File: config.mk
export PLATFORM = sky130hd
export DESIGN_NAME = fixed_slot_pool_allocator_core
export DESIGN_NICKNAME = d
export VERILOG_FILES = /design/src/rtl/fspa_pkg.sv /design/src/rtl/fspa_ram.sv /design/src/rtl/fspa_divider.sv /design/src/rtl/fixed_slot_pool_allocator_core.sv
export SDC_FILE = /design/constraint.sdc
export NUM_CORES = 2
export LEC_CHECK = 0
export CAP_MARGIN = 20
export CORE_MARGIN = 4
export CORE_UTILIZATION = 60
export CTS_BUF_LIST = sky130_fd_sc_hd__clkbuf_8
export CTS_CLUSTER_SIZE = 14
export DETAILED_ROUTE_END_ITERATION = 10
export DONT_BUFFER_PORTS = 1
export HOLD_SLACK_MARGIN = 0.08
export PLACE_DENSITY_LB_ADDON = 0.3
export SLEW_MARGIN = 10
export SYNTH_ARGS = -nofsm -noshare
export SYNTH_HDL_FRONTEND = slang
export SYNTH_HIERARCHICAL = 1
export SYNTH_SLANG_ARGS = --single-unit
File: constraint.sdc
create_clock -name clk_i -period 18.1 [get_ports clk_i]
set_clock_uncertainty 0.05 [all_clocks]
set_input_delay 3.62 -clock clk_i [delete_from_list [all_inputs] [get_ports clk_i]]
set_output_delay 3.62 -clock clk_i [all_outputs]
set_load 0.03 [all_outputs]
File: src/rtl/fspa_pkg.sv
// ----------------------------------------------------------------------------
// fspa_pkg
// Shared types, codes and widths of the fixed-slot pool allocator.
// ----------------------------------------------------------------------------
package fspa_pkg;

  localparam int unsigned SLOTS_DEFAULT = 256;

  localparam int unsigned ADDR_W     = 32;
  localparam int unsigned SIZE_W     = 17;
  localparam int unsigned ARENA_W    = 25;
  localparam int unsigned CFG_W      = 32;
  localparam int unsigned SLOT_OUT_W = 8;
  localparam int unsigned USED_W     = 9;
  localparam int unsigned DIV_STEPS  = ARENA_W;

  localparam logic [SIZE_W-1:0]  SIZE_RESET  = SIZE_W'(64);
  localparam logic [ARENA_W-1:0] ARENA_RESET = ARENA_W'(16384);

  typedef enum logic [1:0] {
    OP_ALLOC = 2'd0,
    OP_FREE  = 2'd1,
    OP_CHECK = 2'd2,
    OP_INIT  = 2'd3
  } op_e;

  typedef enum logic [1:0] {
    STATUS_OK      = 2'd0,
    STATUS_EMPTY   = 2'd1,
    STATUS_OUTSIDE = 2'd2,
    STATUS_FREE    = 2'd3
  } status_e;

  typedef enum logic [1:0] {
    CFG_BASE  = 2'd0,
    CFG_SIZE  = 2'd1,
    CFG_ARENA = 2'd2
  } cfg_idx_e;

  typedef struct packed {
    logic               valid;
    logic [ARENA_W-1:0] dividend;
    logic [SIZE_W-1:0]  divisor;
  } div_req_t;

  typedef struct packed {
    logic               done;
    logic [ARENA_W-1:0] quotient;
  } div_rsp_t;

endpackage

File: src/rtl/fspa_ram.sv
// ----------------------------------------------------------------------------
// fspa_ram
// Simple dual-port synchronous RAM with one write port and a registered read.
// ----------------------------------------------------------------------------
module fspa_ram #(
  parameter int unsigned WIDTH = 8,
  parameter int unsigned DEPTH = 256
) (
  input  logic                     clk_i,
  input  logic                     we_i,
  input  logic [$clog2(DEPTH)-1:0] waddr_i,
  input  logic [WIDTH-1:0]         wdata_i,
  input  logic                     re_i,
  input  logic [$clog2(DEPTH)-1:0] raddr_i,
  output logic [WIDTH-1:0]         rdata_o
);

  logic [WIDTH-1:0] mem_q [DEPTH];
  logic [WIDTH-1:0] rdata_q;

  always_ff @(posedge clk_i) begin
    if (we_i) begin
      mem_q[waddr_i] <= wdata_i;
    end
  end

  always_ff @(posedge clk_i) begin
    if (re_i) begin
      rdata_q <= mem_q[raddr_i];
    end
  end

  assign rdata_o = rdata_q;

endmodule

File: src/rtl/fspa_divider.sv
// ----------------------------------------------------------------------------
// fspa_divider
// Restoring divider that produces one quotient bit per clock cycle.
// ----------------------------------------------------------------------------
module fspa_divider (
  input  logic               clk_i,
  input  logic               rst_ni,
  input  fspa_pkg::div_req_t req_i,
  output fspa_pkg::div_rsp_t rsp_o
);

  localparam int unsigned DW = fspa_pkg::ARENA_W;
  localparam int unsigned VW = fspa_pkg::SIZE_W;
  localparam int unsigned NW = $clog2(fspa_pkg::DIV_STEPS);

  logic          busy_q;
  logic          done_q;
  logic [NW-1:0] cnt_q;
  logic [DW-1:0] dq_q;
  logic [VW-1:0] rem_q;
  logic [VW-1:0] dvs_q;

  logic [VW:0]   rem_sh;
  logic          ge;
  logic [VW:0]   rem_sub;
  logic [VW-1:0] rem_d;
  logic [DW-1:0] dq_d;

  always_comb begin
    rem_sh  = {rem_q, dq_q[DW-1]};
    ge      = (rem_sh >= {1'b0, dvs_q});
    rem_sub = rem_sh - {1'b0, dvs_q};
    rem_d   = ge ? rem_sub[VW-1:0] : rem_sh[VW-1:0];
    dq_d    = {dq_q[DW-2:0], ge};
  end

  always_ff @(posedge clk_i or negedge rst_ni) begin
    if (!rst_ni) begin
      busy_q <= 1'b0;
      done_q <= 1'b0;
      cnt_q  <= '0;
    end else begin
      done_q <= 1'b0;
      if (req_i.valid) begin
        busy_q <= 1'b1;
        cnt_q  <= '0;
      end else if (busy_q) begin
        cnt_q <= cnt_q + NW'(1);
        if (cnt_q == NW'(fspa_pkg::DIV_STEPS - 1)) begin
          busy_q <= 1'b0;
          done_q <= 1'b1;
        end
      end
    end
  end

  always_ff @(posedge clk_i) begin
    if (req_i.valid) begin
      dq_q  <= req_i.dividend;
      dvs_q <= req_i.divisor;
      rem_q <= '0;
    end else if (busy_q) begin
      dq_q  <= dq_d;
      rem_q <= rem_d;
    end
  end

  assign rsp_o.done     = done_q;
  assign rsp_o.quotient = dq_q;

endmodule

File: src/rtl/fixed_slot_pool_allocator_core.sv
// ----------------------------------------------------------------------------
// fixed_slot_pool_allocator_core
// Pool of equal-size slots served from a last-in first-out free list.
// ----------------------------------------------------------------------------
// A request is taken when start_i is high and busy_o is low, and its result is
// shown for exactly one cycle with done_o high; the receiver cannot stall it.
// An address check is answered from idle; an allocate reads the free list,
// then forms the block address, or is answered from idle if no slot is free.
// A free runs the 25-step divider that maps the address to a slot and reads
// its in-use flag; it ends with the divider for tail bytes past the last slot,
// and is answered from idle if the address is outside the arena or the slot
// size is zero. An initialize has the divider compute the slot count, then
// one pass writes the free list and clears the in-use memory, one slot a
// cycle. Register writes take effect at the next initialize.
module fixed_slot_pool_allocator_core #(
  parameter int unsigned SLOTS = fspa_pkg::SLOTS_DEFAULT
) (
  input  logic                               clk_i,
  input  logic                               rst_ni,
  input  logic                               cfg_we_i,
  input  logic [1:0]                         cfg_index_i,
  input  logic [fspa_pkg::CFG_W-1:0]         cfg_wdata_i,
  input  logic                               start_i,
  input  logic [1:0]                         operation_i,
  input  logic [fspa_pkg::ADDR_W-1:0]        address_i,
  output logic                               busy_o,
  output logic                               done_o,
  output logic [1:0]                         status_o,
  output logic [fspa_pkg::ADDR_W-1:0]        block_address_o,
  output logic [fspa_pkg::SLOT_OUT_W-1:0]    slot_number_o,
  output logic                               in_arena_o,
  output logic [fspa_pkg::USED_W-1:0]        used_slots_o,
  output logic [fspa_pkg::ARENA_W-1:0]       used_bytes_o,
  output logic [fspa_pkg::ARENA_W-1:0]       peak_bytes_o
);

  localparam int unsigned SW = $clog2(SLOTS);
  localparam int unsigned CW = $clog2(SLOTS + 1);
  localparam int unsigned AW = fspa_pkg::ADDR_W;
  localparam int unsigned ZW = fspa_pkg::SIZE_W;
  localparam int unsigned RW = fspa_pkg::ARENA_W;
  localparam int unsigned PW = SW + ZW;

  typedef enum logic [6:0] {
    S_IDLE      = 7'b0000001,
    S_INIT_DIV  = 7'b0000010,
    S_INIT_FILL = 7'b0000100,
    S_ALLOC_RD  = 7'b0001000,
    S_ALLOC_ADD = 7'b0010000,
    S_FREE_DIV  = 7'b0100000,
    S_FREE_RD   = 7'b1000000
  } state_e;

  state_e state_q, state_d;

  logic [AW-1:0] base_q;
  logic [ZW-1:0] size_q;
  logic [RW-1:0] arena_q;
  logic [AW-1:0] lat_base_q;
  logic [ZW-1:0] lat_size_q;
  logic [RW-1:0] lat_arena_q;

  logic [CW-1:0] depth_q;
  logic [CW-1:0] active_q;
  logic [CW-1:0] count_q;
  logic [RW-1:0] total_q;
  logic [RW-1:0] peak_q;
  logic [SW-1:0] fill_q;
  logic [SW-1:0] slot_q;
  logic [PW-1:0] prod_q;

  logic                done_q;
  fspa_pkg::status_e   res_status_q;
  logic [AW-1:0]       res_block_q;
  logic [SW-1:0]       res_slot_q;
  logic                res_flag_q;

  logic                res_load;
  fspa_pkg::status_e   res_status;
  logic [AW-1:0]       res_block;
  logic [SW-1:0]       res_slot;
  logic                res_flag;

  fspa_pkg::op_e       op;
  logic                accept;
  logic [AW-1:0]       offset;
  logic                addr_in_arena;
  logic                free_ok;
  logic                fill_last;
  logic [CW-1:0]       fill_ext;
  logic [CW-1:0]       n_sat;
  logic                q_in_range;
  logic [RW-1:0]       size_ext;

  fspa_pkg::div_req_t  div_req;
  fspa_pkg::div_rsp_t  div_rsp;

  logic          stack_we;
  logic [SW-1:0] stack_waddr;
  logic [SW-1:0] stack_wdata;
  logic          stack_re;
  logic [SW-1:0] stack_raddr;
  logic [SW-1:0] stack_rdata;
  logic          use_we;
  logic [SW-1:0] use_waddr;
  logic          use_wdata;
  logic          use_re;
  logic [SW-1:0] use_raddr;
  logic          use_rdata;

  logic [31:0]   slot_wide;
  logic [31:0]   count_wide;

  assign op            = fspa_pkg::op_e'(operation_i);
  assign busy_o        = (state_q != S_IDLE);
  assign accept        = start_i && !busy_o;
  assign offset        = address_i - lat_base_q;
  assign addr_in_arena = (address_i >= lat_base_q) && (offset < AW'(lat_arena_q));
  assign free_ok       = addr_in_arena && (lat_size_q != '0);
  assign fill_ext      = CW'(fill_q);
  assign fill_last     = (fill_q == SW'(SLOTS - 1));
  assign size_ext      = RW'(lat_size_q);

  always_comb begin
    if (lat_size_q == '0) begin
      n_sat = '0;
    end else if (div_rsp.quotient > RW'(SLOTS)) begin
      n_sat = CW'(SLOTS);
    end else begin
      n_sat = div_rsp.quotient[CW-1:0];
    end
  end

  assign q_in_range = (div_rsp.quotient < RW'(active_q));

  always_comb begin
    div_req.valid    = accept && ((op == fspa_pkg::OP_INIT) ||
                                  ((op == fspa_pkg::OP_FREE) && free_ok));
    div_req.dividend = (op == fspa_pkg::OP_INIT) ? arena_q : offset[RW-1:0];
    div_req.divisor  = (op == fspa_pkg::OP_INIT) ? size_q : lat_size_q;
  end

  fspa_divider u_divider (
    .clk_i  (clk_i),
    .rst_ni (rst_ni),
    .req_i  (div_req),
    .rsp_o  (div_rsp)
  );

  always_comb begin
    stack_we    = 1'b0;
    stack_waddr = depth_q[SW-1:0];
    stack_wdata = slot_q;
    use_we      = 1'b0;
    use_waddr   = slot_q;
    use_wdata   = 1'b0;
    unique case (state_q)
      S_INIT_FILL: begin
        stack_we    = (fill_ext < active_q);
        stack_waddr = fill_q;
        stack_wdata = SW'(active_q - CW'(1) - fill_ext);
        use_we      = 1'b1;
        use_waddr   = fill_q;
      end
      S_ALLOC_RD: begin
        use_we    = 1'b1;
        use_waddr = stack_rdata;
        use_wdata = 1'b1;
      end
      S_FREE_RD: begin
        stack_we = use_rdata && (depth_q < CW'(SLOTS));
        use_we   = use_rdata;
      end
      default: begin
      end
    endcase
  end

  assign stack_re    = accept && (op == fspa_pkg::OP_ALLOC) && (depth_q != '0);
  assign stack_raddr = SW'(depth_q - CW'(1));
  assign use_re      = (state_q == S_FREE_DIV) && div_rsp.done && q_in_range;
  assign use_raddr   = div_rsp.quotient[SW-1:0];

  fspa_ram #(
    .WIDTH (SW),
    .DEPTH (SLOTS)
  ) u_stack_ram (
    .clk_i   (clk_i),
    .we_i    (stack_we),
    .waddr_i (stack_waddr),
    .wdata_i (stack_wdata),
    .re_i    (stack_re),
    .raddr_i (stack_raddr),
    .rdata_o (stack_rdata)
  );

  fspa_ram #(
    .WIDTH (1),
    .DEPTH (SLOTS)
  ) u_use_ram (
    .clk_i   (clk_i),
    .we_i    (use_we),
    .waddr_i (use_waddr),
    .wdata_i (use_wdata),
    .re_i    (use_re),
    .raddr_i (use_raddr),
    .rdata_o (use_rdata)
  );

  always_comb begin
    state_d    = state_q;
    res_load   = 1'b0;
    res_status = fspa_pkg::STATUS_OK;
    res_block  = '0;
    res_slot   = '0;
    res_flag   = 1'b0;
    unique case (state_q)
      S_IDLE: begin
        if (accept) begin
          case (op)
            fspa_pkg::OP_INIT: begin
              state_d = S_INIT_DIV;
            end
            fspa_pkg::OP_ALLOC: begin
              if (depth_q != '0) begin
                state_d = S_ALLOC_RD;
              end else begin
                res_load   = 1'b1;
                res_status = fspa_pkg::STATUS_EMPTY;
              end
            end
            fspa_pkg::OP_FREE: begin
              if (free_ok) begin
                state_d = S_FREE_DIV;
              end else begin
                res_load   = 1'b1;
                res_status = fspa_pkg::STATUS_OUTSIDE;
              end
            end
            default: begin
              res_load = 1'b1;
              res_flag = addr_in_arena;
            end
          endcase
        end
      end
      S_INIT_DIV: begin
        if (div_rsp.done) begin
          state_d = S_INIT_FILL;
        end
      end
      S_INIT_FILL: begin
        if (fill_last) begin
          state_d  = S_IDLE;
          res_load = 1'b1;
        end
      end
      S_ALLOC_RD: begin
        state_d = S_ALLOC_ADD;
      end
      S_ALLOC_ADD: begin
        state_d   = S_IDLE;
        res_load  = 1'b1;
        res_block = lat_base_q + AW'(prod_q);
        res_slot  = slot_q;
      end
      S_FREE_DIV: begin
        if (div_rsp.done) begin
          if (q_in_range) begin
            state_d = S_FREE_RD;
          end else begin
            state_d    = S_IDLE;
            res_load   = 1'b1;
            res_status = fspa_pkg::STATUS_OUTSIDE;
          end
        end
      end
      S_FREE_RD: begin
        state_d    = S_IDLE;
        res_load   = 1'b1;
        res_slot   = slot_q;
        res_status = use_rdata ? fspa_pkg::STATUS_OK : fspa_pkg::STATUS_FREE;
      end
      default: begin
        state_d = S_IDLE;
      end
    endcase
  end

  always_ff @(posedge clk_i or negedge rst_ni) begin
    if (!rst_ni) begin
      state_q     <= S_IDLE;
      done_q      <= 1'b0;
      base_q      <= '0;
      size_q      <= fspa_pkg::SIZE_RESET;
      arena_q     <= fspa_pkg::ARENA_RESET;
      lat_base_q  <= '0;
      lat_size_q  <= '0;
      lat_arena_q <= '0;
      depth_q     <= '0;
      active_q    <= '0;
      count_q     <= '0;
      total_q     <= '0;
      peak_q      <= '0;
      fill_q      <= '0;
    end else begin
      state_q <= state_d;
      done_q  <= res_load;
      if (cfg_we_i) begin
        case (cfg_index_i)
          fspa_pkg::CFG_BASE:  base_q  <= cfg_wdata_i;
          fspa_pkg::CFG_SIZE:  size_q  <= cfg_wdata_i[ZW-1:0];
          fspa_pkg::CFG_ARENA: arena_q <= cfg_wdata_i[RW-1:0];
          default: begin
          end
        endcase
      end
      unique case (state_q)
        S_IDLE: begin
          if (accept && (op == fspa_pkg::OP_INIT)) begin
            lat_base_q  <= base_q;
            lat_size_q  <= size_q;
            lat_arena_q <= arena_q;
            depth_q     <= '0;
            active_q    <= '0;
            count_q     <= '0;
            total_q     <= '0;
            peak_q      <= '0;
            fill_q      <= '0;
          end else if (stack_re) begin
            depth_q <= depth_q - CW'(1);
          end
        end
        S_INIT_DIV: begin
          if (div_rsp.done) begin
            active_q <= n_sat;
          end
        end
        S_INIT_FILL: begin
          fill_q <= fill_q + SW'(1);
          if (fill_last) begin
            depth_q <= active_q;
          end
        end
        S_ALLOC_RD: begin
          count_q <= count_q + CW'(1);
          total_q <= total_q + size_ext;
        end
        S_ALLOC_ADD: begin
          if (total_q > peak_q) begin
            peak_q <= total_q;
          end
        end
        S_FREE_RD: begin
          if (use_rdata) begin
            if (depth_q < CW'(SLOTS)) begin
              depth_q <= depth_q + CW'(1);
            end
            if (count_q != '0) begin
              count_q <= count_q - CW'(1);
            end
            total_q <= (total_q >= size_ext) ? total_q - size_ext : '0;
          end
        end
        default: begin
        end
      endcase
    end
  end

  always_ff @(posedge clk_i) begin
    if (state_q == S_ALLOC_RD) begin
      slot_q <= stack_rdata;
      prod_q <= PW'(stack_rdata) * PW'(lat_size_q);
    end else if (use_re) begin
      slot_q <= div_rsp.quotient[SW-1:0];
    end
    if (res_load) begin
      res_status_q <= res_status;
      res_block_q  <= res_block;
      res_slot_q   <= res_slot;
      res_flag_q   <= res_flag;
    end
  end

  assign slot_wide  = 32'(res_slot_q);
  assign count_wide = 32'(count_q);

  assign done_o          = done_q;
  assign status_o        = res_status_q;
  assign block_address_o = res_block_q;
  assign slot_number_o   = slot_wide[fspa_pkg::SLOT_OUT_W-1:0];
  assign in_arena_o      = res_flag_q;
  assign used_slots_o    = count_wide[fspa_pkg::USED_W-1:0];
  assign used_bytes_o    = total_q;
  assign peak_bytes_o    = peak_q;

endmodule

# [Word-level counts from Yosys, hierarchy flattened]
# Memories as Yosys holds them, arrays and structs flattened. A register that Yosys moved wholly into a read port is not among the register bits.
# Index checks and enable logic that the tools add are counted.
[word_totals] reg_bits=383 latch_bits=0 ram_bits=2304 rom_bits=0 inputBits=72 out_inout_bits=104 elab_cells=192 memories=2
[mem_list] memory="u_stack_ram.mem_q" words=256 width=8 rd=1 rd_clocked_by_memory_dff=1 wr=1 line_no="fspa_ram.sv:18" source="logic [WIDTH-1:0] mem_q [DEPTH];"
[mem_list] memory="u_use_ram.mem_q" words=256 width=1 rd=1 rd_clocked_by_memory_dff=1 wr=1 line_no="fspa_ram.sv:18"
[op_classes] addsub=13 mul=1 div=0 magnitude_cmp=9 eq_ne=27 shift=0 n_mux=72 n_bitwise=2 n_reduce_logical=40
[ops] cell="$mux W25" count=7
[ops] cell="$mux W9" count=11
[ops] cell="$pmux W25 S3" count=1
[ops] cell="$pmux W9 S3" count=2
[ops] cell="$pmux W25 S2" count=1
[ops] cell="$mux W7" count=7
[ops] cell="$mux W8" count=5
[ops] cell="$pmux W7 S5" count=1
[ops] cell="$mux W17" count=2
[ops] cell="$add A32 B25 Y32" count=1
[ops] cell="$ge A32 B32 Y1" count=1
[ops] cell="$lt A32 B25 Y1" count=1
[ops] cell="$pmux W8 S2" count=2
[ops] cell="$sub A32 B32 Y32" count=1
[ops] cell="$add A25 B17 Y25" count=1
[ops] cell="$ge A25 B17 Y1" count=1
[ops] cell="$gt A25 B25 Y1" count=1
[ops] cell="$gt A25 B9 Y1 const B" count=1
[ops] cell="$lt A25 B9 Y1" count=1
[ops] cell="$mul A8 B17 Y25" count=1
[ops] cell="$sub A25 B17 Y25" count=1
[ops] cell="$pmux W7 S3" count=1
[ops] cell="$add A9 B1 Y9 const B" count=2
[ops] cell="$ge A18 B17 Y1" count=1
[ops] cell="other kinds (50)" count=110

# [Logic depth before layout (Yosys ltp)]
[logic_depth] word_depth=8 ltp_mapped=30 depth_no_buf=27

# [By module]
# The synthesis kept the hierarchy.
[by_module_without_submodules] module="fspa_ram (u_stack_ram)" instances=1 cells_per_inst=3733 area_each_um2=79636.4
[by_module_without_submodules] module="fixed_slot_pool_allocator_core" instances=1 cells_per_inst=2648 area_each_um2=24264.5
[by_module_without_submodules] module="fspa_ram (u_use_ram)" instances=1 cells_per_inst=788 area_each_um2=11138.2
[by_module_without_submodules] module="fspa_divider" instances=1 cells_per_inst=318 area_each_um2=3542.1

# [Least setup slack after synthesis]
# Ideal clock, no wire load.
[synth_timing] path_kind="register to register" startpoint="reg active_q[1]" endpoint="mem u_stack_ram.mem_q[0][7] (data pin)" setup_time_ns=2.187 arrival_time_ns=11.711 required_ns=15.863 slack_ns=4.153 path_stages_with_launch=11 n_path_buf=0 path_cell_list="dfrtp_1 > inv_1 > ha_1 > a21o_1 > a21o_1 > a21o_1 > a21oi_1 > o21bai_1 > a21oi_1 > xor2_1 > o21ai_0"
[synth_via] elab_chain_cells=3
[synth_lines] item="start: declaration" line_no="fixed_slot_pool_allocator_core.sv:64" source="logic [CW-1:0] active_q;"
[synth_lines] item="start signal: assignment" line_no="fixed_slot_pool_allocator_core.sv:336" source="active_q <= n_sat;"
[synth_lines] item="$sub A8 B1 Y8" line_no="fixed_slot_pool_allocator_core.sv:161" source="stack_wdata = SW'(active_q - CW'(1) - fill_ext);"
[synth_lines] item="$sub A8 B8 Y8" line_no="fixed_slot_pool_allocator_core.sv:161"
[synth_lines] item="$mux W8" line_no="fixed_slot_pool_allocator_core.sv:157" source="unique case (state_q)"
[synth_lines] item="net stack_wdata[7]" line_no="fixed_slot_pool_allocator_core.sv:100" source="logic [SW-1:0] stack_wdata;"
[synth_lines] item="end: declaration" line_no="fspa_ram.sv:18"
# The timed path passes the listed nets, and every way through them passes these cells.

==> results.py <==
metrics = {
    "status": {
        "status": "complete, no violations",
    },
    "timing": {
        "rsz0062_at_grt": "no",
        "setup_viol": 0,
        "timing.final.crit_period_ns": 10.28,
        "relSlewSlack_pct": 8.51,
        "layout_setup_ws_ns": 7.82,
        "worst_pin_slew_ns": 1.37,
        "clock.fmax_mhz": 97.3,
        "tns_ns": 0,
        "fin_crit_sh_pct": 56.8,
        "slew_violations": 0,
        "hold_viol": 0,
        "whs_ns": 0.399,
    },
    "clock_network": {
        "ctsHoldBuffers": 0,
        "clk_pin_slew_worst_paths_ns": 0.06,
        "insertion_delay_ns": 1.09,
        "clk_path_buf_depth": 4,
        "clockRootBuffer": "clkbuf_8",
        "htree_num_levels": 5,
        "cts_tree": "done",
        "cts.repair.resized": 0,
        "cts.sinks": 2696,
        "postCtsSetupRepairBufs": 0,
        "cts_inserted_buffers": 428,
    },
    "floorplanning": {
        "die_w_um": 453,
        "boundaryPins": 176,
        "dieArea_mm2": 0.205,
        "rows": 162,
        "fp.coreArea_mm2": 0.196,
        "initial_core_util_pct": 60.6,
        "die_h_um": 453,
    },
    "cells_and_area": {
        "fillerInstances": 13100,
        "layout.area.seq_mm2": 0.0796,
        "final_util_pct": 65.8,
        "nNetsFinal": 8022,
        "stdcell_count": 10600,
        "area_growth_syn_to_layout_pct": 8.61,
        "multiInputGateArea_mm2": 0.0360,
        "fin_area_mm2": 0.129,
        "drive_above_1_share_pct": 16.9,
    },
    "logic_synthesis": {
        "yosysUniqueCellTypes": 106,
        "avgSynthCellArea_um2": 15.8,
        "synth_flop_cell": "edfxtp_1",
        "ys_seq_area_share_pct": 67.1,
        "mappedNetlistArea_mm2": 0.119,
        "async_flop_share_pct": 9.20,
        "netlist_instances": 7487,
        "synthesis.nets": 7893,
        "ys_warn_count": 6,
        "postSynthRegisterBits": 2696,
        "synth_edf_count": 2431,
    },
    "pwr": {
        "peakVddDrop_mv": 0.361,
        "p_total_mw": 23.6,
        "p_leak_nw": 43.4,
        "p_per_area_mw_per_mm2": 183,
    },
    "global_routing": {
        "grt_start_max_net_pins": 256,
        "grt_overflow_total": 0,
        "antenna_found_initial": 13,
        "track_usage_pct": 29.0,
        "grt_first_pass_wirelength_mm": 444,
        "grt_pass1_vias": 68700,
    },
    "critical_path": {
        "regToRegSetupSlack_ns": 10.22,
        "cp_slowest_stage_delay_ns": 0.60,
        "crit_required_ns": 18.78,
        "start_kind": "input port",
        "cp_data_arrival_time_ns": 10.96,
        "critical_path.max_fanout": 53,
        "critPathKind": "in -> reg",
        "crit_slowest_cell": "o31ai_1",
        "crit_family": "simple AND/OR/NAND/NOR gates",
        "path_buf_inv": 5,
        "endpoint_kind": "register",
    },
    "min_path": {
        "hold_path.class": "reg -> reg",
    },
    "placed_design": {
        "dp_hpwl_mm": 189,
        "dpl.cell_count": 9798,
        "pre_cts_slack_ns": 6.82,
        "place.gp.congestion": 0.919,
        "portBuffers": 0,
        "post_dp_cell_area_mm2": 0.121,
    },
    "route": {
        "viasPerCell": 6.52,
        "drc": 0,
        "first_iter_violations": 9283,
        "vias": 69000,
        "wl_per_cell_um": 28.1,
        "dr.pass1.iters": 6,
        "ant_nets": 0,
        "drt-total-wl_mm": 297,
    },
    "job": {
        "maxCapViolCount": 0,
    },
}
worst min-delay path, delay by kind of cell (launching register included):
kind | cells | cell delay, ns
flops | 1 | 0.33
simple gates | 1 | 0.05
compound gates | 1 | 0.07
sequential cells by signal, indices dropped and copies added (netlist names), 9 cells and up:
| register | cells |
|---|---|
| u_divider/rem_q | 17 |
| u_divider/dvs_q | 17 |
| depth_q | 9 |
| prod_q | 25 |
| u_stack_ram/mem_q | 2048 |
| lat_arena_q | 25 |
| arena_q | 25 |
| u_divider/dq_q | 25 |
| used_slots_o | 9 |
| size_q | 17 |
| lat_base_q | 32 |
| used_bytes_o | 25 |
| lat_size_q | 17 |
| u_use_ram/mem_q | 256 |
| peak_bytes_o | 25 |
| base_q | 32 |
| block_address_o | 32 |
| active_q | 9 |
layout make-up:
cell class,instances,area share (%)
flip-flops and latches,2696,61.8
multi-input cells,4091,28.0
clock buffers,449,4.80
well taps,2624,2.55
clock inverters,311,1.24
inverters,285,0.848
repair buffers,114,0.797
diodes,13,0.0253
cell usage after synthesis, types with 22 or more instances:
cell / count / area, um^2
a221oi_1: 25 / 219
o221ai_1: 49 / 429
nor2_1: 727 / 2730
o22ai_1: 57 / 357
o21ai_0: 221 / 1110
dfrtp_1: 245 / 6130
nand2_1: 413 / 1550
and2_1: 91 / 569
xor2_1: 42 / 368
buf_1: 38 / 143
a22oi_1: 145 / 1090
nor2b_1: 62 / 388
nor4_1: 53 / 332
a211oi_1: 41 / 308
buf_4: 33 / 248
and3_1: 22 / 138
nand3_1: 105 / 526
ha_1: 237 / 2970
buf_6: 28 / 315
a22o_1: 22 / 193
mux4_2: 496 / 11200
nor3_1: 73 / 365
a21o_1: 62 / 465
inv_1: 283 / 1060
mux2i_1: 187 / 1870
fa_1: 97 / 1940
o31ai_1: 37 / 278
a21oi_1: 255 / 1280
nand4_1: 38 / 238
xnor2_1: 80 / 701
clkbuf_1: 251 / 942
buf_2: 44 / 220
nand2b_1: 39 / 244
mux2_2: 143 / 1610
o211ai_1: 28 / 210
edfxtp_1: 2431 / 73000
path summary, 6_finish.rpt:
| path | cells past startpoint | to | start |
|---|---|---|---|
| worst max-delay path | 28 | u_divider/dq_q[24]$_DFFE_PP_ | address_i[0] |
| worst min-delay path | 2 | lat_base_q[11]$_DFFE_PN0P_ | base_q[11]$_DFFE_PN0P_ |
| worst max register to register | 27 | u_divider/dq_q[24]$_DFFE_PP_ | lat_base_q[0]$_DFFE_PN0P_ |
| worst min register to register | 2 | lat_base_q[11]$_DFFE_PN0P_ | base_q[11]$_DFFE_PN0P_ |
| max in group asynchronous | 0 | depth_q[2]$_DFFE_PN0P_ | rst_ni |
| min in group asynchronous | 0 | used_slots_o[4]$_DFFE_PN0P_ | rst_ni |
logic make-up (layout without fill, tap and decap cells):
kind of cell	Yosys count	after routing	synth area share, %
muxes	828	828	12.4
and+or+nand+nor	1694	1694	6.45
other	0	13	0
xor gates and xnor gates	122	122	0.901
buffers and inverters	700	1159	2.78
DFF	2696	2696	67.1
adders and majority gates	334	334	4.14
AOI/OAI and AO/OA	1113	1113	6.25
report_power, final:
group | internal, mW | switching (mW) | leakage [nW]
combinational | 4.23 | 6.52 | 14.2
sequential | 7.50 | 0.543 | 24.7
clock | 2.47 | 2.31 | 4.49
total | 14.2 | 9.37 | 43.4
layout by cell type (no fill, tap or decap), types with 52 or more instances in the layout:
cell type / synthesis / final
inv_1: 283 / 416
and2_1: 91 / 91
o22ai_1: 57 / 57
mux2_2: 143 / 143
clkinv_1: 2 / 115
nor4_1: 53 / 52
dfrtp_1: 245 / 245
mux4_2: 496 / 496
ha_1: 237 / 237
nand2_1: 413 / 409
nand3_1: 105 / 98
fa_1: 97 / 97
buf_4: 33 / 93
nor2_1: 727 / 724
a22oi_1: 145 / 145
o21ai_0: 221 / 213
mux2i_1: 187 / 187
clkbuf_8: 0 / 449
a21o_1: 62 / 62
edfxtp_1: 2431 / 2431
nor2b_1: 62 / 59
a21oi_1: 255 / 255
nor3_1: 73 / 73
xnor2_1: 80 / 78
metal layers:
| layer | GRT usage [%] | vias up | wire length, um |
|---|---|---|---|
| met4 | 11.2 | 0 | 11500 |
| met3 | 7.09 | 686 | 33200 |
| met5 | 0 | - | 0 |
| li1 | - | 29300 | - |
| met2 | 45.1 | 4014 | 141000 |
| met1 | 40.1 | 35000 | 112000 |
(Power assumes the default switching activity.)
